### config.mk
export PLATFORM = sky130hd
export DESIGN_NAME = mtp_row_scan
export DESIGN_NICKNAME = d
export VERILOG_FILES = /design/src/hdl/mtp_pkg.sv /design/src/hdl/mtp_row_scan.sv
export SDC_FILE = /design/constraint.sdc
export NUM_CORES = 1
export LEC_CHECK = 0
export BUFFER_PORTS_ARGS = -buffer_cell sky130_fd_sc_hd__buf_2
export CORE_ASPECT_RATIO = 1.75
export CORE_MARGIN = 4
export CORE_UTILIZATION = 40
export CTS_CLUSTER_DIAMETER = 40
export DETAILED_ROUTE_END_ITERATION = 6
export PLACE_DENSITY_LB_ADDON = 0.15
export SLEW_MARGIN = 5
export SYNTH_ARGS = -nofsm -noshare
export SYNTH_HDL_FRONTEND = slang
export SYNTH_SLANG_ARGS = --single-unit
### constraint.sdc
create_clock -name clock -period 5.5 [get_ports clock]
set_input_delay 1.1 -clock clock [delete_from_list [all_inputs] [get_ports clock]]
set_output_delay 1.1 -clock clock [all_outputs]
set_load 0.05 [all_outputs]
### src/hdl/mtp_pkg.sv
// Shared types, sizes and saturating helpers for the Markov transition predictor.
// No dependencies; every module of the block imports this package.
`timescale 1ns / 1ps

package mtp_pkg;

   localparam int NUM_SYMBOLS    = 16;
   localparam int COUNT_BITS     = 32;
   localparam int TALLY_BITS     = 32;
   localparam int FIELD_SYM_BITS = 4;
   localparam int SYM_BITS       = $clog2(NUM_SYMBOLS);
   localparam int ADDR_BITS      = 2 * SYM_BITS;
   localparam int ENTRIES        = NUM_SYMBOLS * NUM_SYMBOLS;

   localparam logic [TALLY_BITS-1:0] WARMUP_RESET = TALLY_BITS'(1000);

   typedef logic [SYM_BITS-1:0]   sym_type;
   typedef logic [ADDR_BITS-1:0]  addr_type;
   typedef logic [COUNT_BITS-1:0] count_type;
   typedef logic [TALLY_BITS-1:0] tally_type;

   // One read beat returning from the count store
   typedef struct packed {
      logic    valid;
      sym_type col;
   } scan_ctl_type;

   // Row scan outcome: first least, first greatest, and the count at the new symbol
   typedef struct packed {
      sym_type   lo_idx;
      sym_type   hi_idx;
      count_type hit_count;
   } scan_result_type;

   function automatic tally_type sat_inc_tally(input tally_type v);
      return (v == '1) ? v : v + 1'b1;
   endfunction

   function automatic count_type sat_inc_count(input count_type v);
      return (v == '1) ? v : v + 1'b1;
   endfunction

endpackage

### src/hdl/mtp_row_scan.sv
// Running first-min / first-max tracker over one row read out of the count store.
// Also captures the count at the target column. Uses mtp_pkg.
`timescale 1ns / 1ps

module mtp_row_scan (
   input  logic                     clock,
   input  mtp_pkg::scan_ctl_type    ctl,
   input  mtp_pkg::sym_type         target,
   input  mtp_pkg::count_type       rd_data,
   output mtp_pkg::scan_result_type result
);
   import mtp_pkg::*;

   count_type lo_ff, lo_in;
   count_type hi_ff, hi_in;
   sym_type   lo_idx_ff, lo_idx_in;
   sym_type   hi_idx_ff, hi_idx_in;
   count_type hit_count_ff, hit_count_in;

   always_comb begin
      lo_in        = lo_ff;
      hi_in        = hi_ff;
      lo_idx_in    = lo_idx_ff;
      hi_idx_in    = hi_idx_ff;
      hit_count_in = hit_count_ff;
      if (ctl.valid) begin
         // first column seeds both trackers; strict compares keep the lowest index on ties
         if (ctl.col == '0) begin
            lo_in     = rd_data;
            hi_in     = rd_data;
            lo_idx_in = '0;
            hi_idx_in = '0;
         end else begin
            if (rd_data < lo_ff) begin
               lo_in     = rd_data;
               lo_idx_in = ctl.col;
            end
            if (rd_data > hi_ff) begin
               hi_in     = rd_data;
               hi_idx_in = ctl.col;
            end
         end
         if (ctl.col == target) begin
            hit_count_in = rd_data;
         end
      end
   end

   always_ff @(posedge clock) begin
      lo_ff        <= lo_in;
      hi_ff        <= hi_in;
      lo_idx_ff    <= lo_idx_in;
      hi_idx_ff    <= hi_idx_in;
      hit_count_ff <= hit_count_in;
   end

   assign result.lo_idx    = lo_idx_ff;
   assign result.hi_idx    = hi_idx_ff;
   assign result.hit_count = hit_count_ff;

endmodule

==> summary.txt <==
Setup path
  • Worst Path Required: 5.58 ns
  • Crit Path Max Fanout: 20
  • R2R depth: 8
  • Crit. End Element: flip-flop
  • Worst r2r src: hi_ff[14]$_DFFE_PP_
  • Worst setup SP type: primary input
  • WS Path Type: in -> reg
  • Reg-to-reg setup timing slack: around 2.5 ns
  • Critical R2R Capture: hi_ff[24]$_DFFE_PP_
  • Worst path arrival time: 3.57 ns

Route
  • DRC errors left: 0
  • TritonRoute pass-1 iters: 4
  • Vias per cell: 4.961
  • Final WL: between 8 and 9 mm
  • Detail Route Antenna Nets: 0
  • Wire per inst: between 15 and 20 um
  • Via count: 2813
  • Initial DRC Count: 62

Synthesis
  • Post-synthesis sequential area ratio: 0.6510
  • Syn Inst Count: 337
  • Mapped cell area: 4797 um^2
  • Fraction of synthesized area in multiplexers: 0
  • Yosys warns: 0
  • Synthesized flop and latch total: around 100
  • Share of the synthesized area in the top cell type: 0.6510
  • Simple-Gate Fraction of Synth Area: 0.05243
  • Main combinational cell family by area after synthesis: adder cells
  • Distinct cells, synth: 38
  • Post-synthesis adder-cell area fraction: 0.1643
  • Synth Area per Inst: ~14 um^2
  • Area fraction in compound gates after synthesis: 0.07251
  • Net Count, Synth: between 400 and 500
  • Yosys top cell by area: edfxtp_1
  • Post-Synth XOR/XNOR Area: 0.007303
  • Area contributors post-synth: edfxtp_1 65%, ha_1 16%, inv_1 4.9%

Die
  • Die ar.: ~14000 um^2
  • Starting density of the core: 0.4119
  • Core Region: ~12000 um^2
  • Die width: about 91 um
  • I/O pin total: 82
  • Die height: 152.9 um
  • Std-Cell Rows: 52

Timing
  • Least-Margin Pin Slew: 0.8770 ns
  • RSZ-0062 raised after global routing: no
  • Final setup TNS: 0 ns
  • Final Cycle Share: 0.6355
  • Slew Limit Fails: 0
  • Max Fclk: 286.1 MHz
  • Clk_skew: 0.007801 ns
  • Tmin final: 3.495 ns
  • Relative slew slack: 0.4002
  • Worst hold slack: about 1 ns
  • Final Hold Vio Count: 0
  • Setup violators final: 0

Min path
  • Hold Path Stages: 1
  • Hold path start: ctl[0]
  • Hold Path End: lo_idx_ff[0]$_SDFFCE_PN0P_
  • Hold crit path type: in -> reg

CTS
  • Setup bufs post-CTS: 0
  • CTS root buf: clkbuf_16
  • Clock Tree Buf Depth: 2
  • Cts hold-fix bufs: 0
  • Post-cts sizing count: 0
  • Clock sinks: about 100
  • H-Tree Depth: 3
  • CTS tree: built
  • Num CTS Buffers: 9
  • Reg clk slew, reported paths: 0.06 ns
  • Worst-Skew Late Latency: about 0.34 ns

Power
  • Max VDD drop: 0.1933 mV
  • Pleak: approximately 2.5 nW
  • Power per Cell Area: roughly 320 nW/um^2

GRT
  • Initial antenna violation count: 0
  • Gr ovfl total: 0
  • Vias in the first global route: 2934
  • Pin count of the biggest net entering global routing: 33
  • Tot GR Track Use: 0.1347
  • Global-route wire length before repair: 14.67 mm

Layout
  • Final Util: 0.4866
  • Ratio of cells with drive above 1 in the final layout: 0.2407
  • Footprint of the multi-input gates: between 1000 and 1500 um^2
  • Layout area overhead: 18.13%
  • Most common cell after layout, fill and taps aside: edfxtp_1
  • Storage element area: ~3100 um^2
  • NumNets Final: between 500 and 600
  • Most frequent cells in the layout: 104 x edfxtp_1, 81 x buf_2, 63 x inv_1, 63 x ha_1, 23 x a21oi_1
  • Antenna diodes: 0
  • Fill cell count: just over 1000

Run status
  • Status: complete, no violations

Job
  • Total of max-cap violations: 0

Placement
  • Routability Congestion: between 0.7 and 0.8
  • Buffers on Ports: 81
  • Hpwl dp: 6.641 mm
## worst max path at each step
stage               cells after the start  slack (ns)   startpoint                  end
floorplan                               6        0.21  rd_data[17]   lo_ff[0]$_DFFE_PP_
global placement                        8        1.70  rd_data[11]  hi_ff[24]$_DFFE_PP_
detailed placement                      8        1.60  rd_data[11]  hi_ff[25]$_DFFE_PP_
CTS                                     8        1.93  rd_data[14]  hi_ff[30]$_DFFE_PP_
global route                            8        1.82  rd_data[14]  hi_ff[30]$_DFFE_PP_
finish                                  8        2.00  rd_data[14]  hi_ff[24]$_DFFE_PP_
## through the flow
stage                     total power [W]  instances  instance area [um^2]  setup WS (ns)
final                            0.001827        567                  5667          2.005
after global routing             0.001924        567                  5667          1.825
after CTS                        0.001859        567                  5667          1.932
after detailed placement         0.001287        552                  5410          1.600
after global placement           0.001276        552                  5410          1.695
after floorplan                  0.001184        337                  4797         0.2097
## final cells by class
| cell class | instances | share of cell area |
|---|---|---|
| multi-input combinational | 166 | 0.2566 |
| clock buffer | 12 | 0.04173 |
| timing repair buffer | 84 | 0.07551 |
| tap | 135 | 0.02981 |
| sequential | 104 | 0.5511 |
| clock inverter | 3 | 0.003533 |
| inverter | 63 | 0.04173 |
## critical path, stage by stage
cell	delay, ns
buf_2	0.13
ha_1	0.31
and4_2	0.23
or4b_1	0.20
a21oi_1	0.05
a2111oi_0	0.79
o22ai_4	0.41
buf_4	0.34
## cell families after synthesis
logic type | after synthesis
AOI/OAI and AO/OA | 54
xor gates and xnor gates | 4
adders and majority gates | 63
buffers and inverters | 67
DFF | 104
and+or+nand+nor | 45
## Yosys cell counts
library cell	number
inv_1	63
nand3_1	5
a21o_1	5
o21a_1	3
edfxtp_1	104
a21boi_0	1
a221o_1	1
a221oi_1	2
a2111o_1	1
nor4_1	2
a2111oi_0	1
a211oi_1	1
nand2b_1	2
ha_1	63
or4_4	1
or4b_1	1
nand4_1	8
o41ai_2	1
xor2_1	3
and2b_2	1
o21ai_0	7
a31oi_1	1
and2_1	1
a22oi_1	1
o22ai_1	2
or2_1	1
or4_1	1
nand2_1	14
a21oi_1	23
nor2b_1	1
and4_1	2
and4_2	1
o211ai_1	2
clkbuf_1	4
nor2_1	4
xnor2_1	1
a211o_1	1
a21o_2	1
## layer usage
metal	vias up	global-route usage	share of wire
li1	1419	-	-
met2	58	0.2375	0.51
met4	0	0.04532	0.014
met1	1327	0.1588	0.43
met5	-	0	0
met3	9	0.03443	0.043
## registers in the layout, summed over array words and instances, names as in the netlist
signal	flops
lo_idx_ff	4
hi_idx_ff	4
hi_ff	32
hit_count_ff	32
lo_ff	32
## power breakdown
| part | total (W) | internal [W] | switching, W |
|---|---|---|---|
| combinational | 0.000294 | 0.0000959 | 0.000198 |
| clock | 0.000564 | 0.000304 | 0.000260 |
| sequential | 0.000969 | 0.000955 | 0.0000140 |
| total | 0.00183 | 0.00135 | 0.000472 |
(Power assumes the default switching activity.)
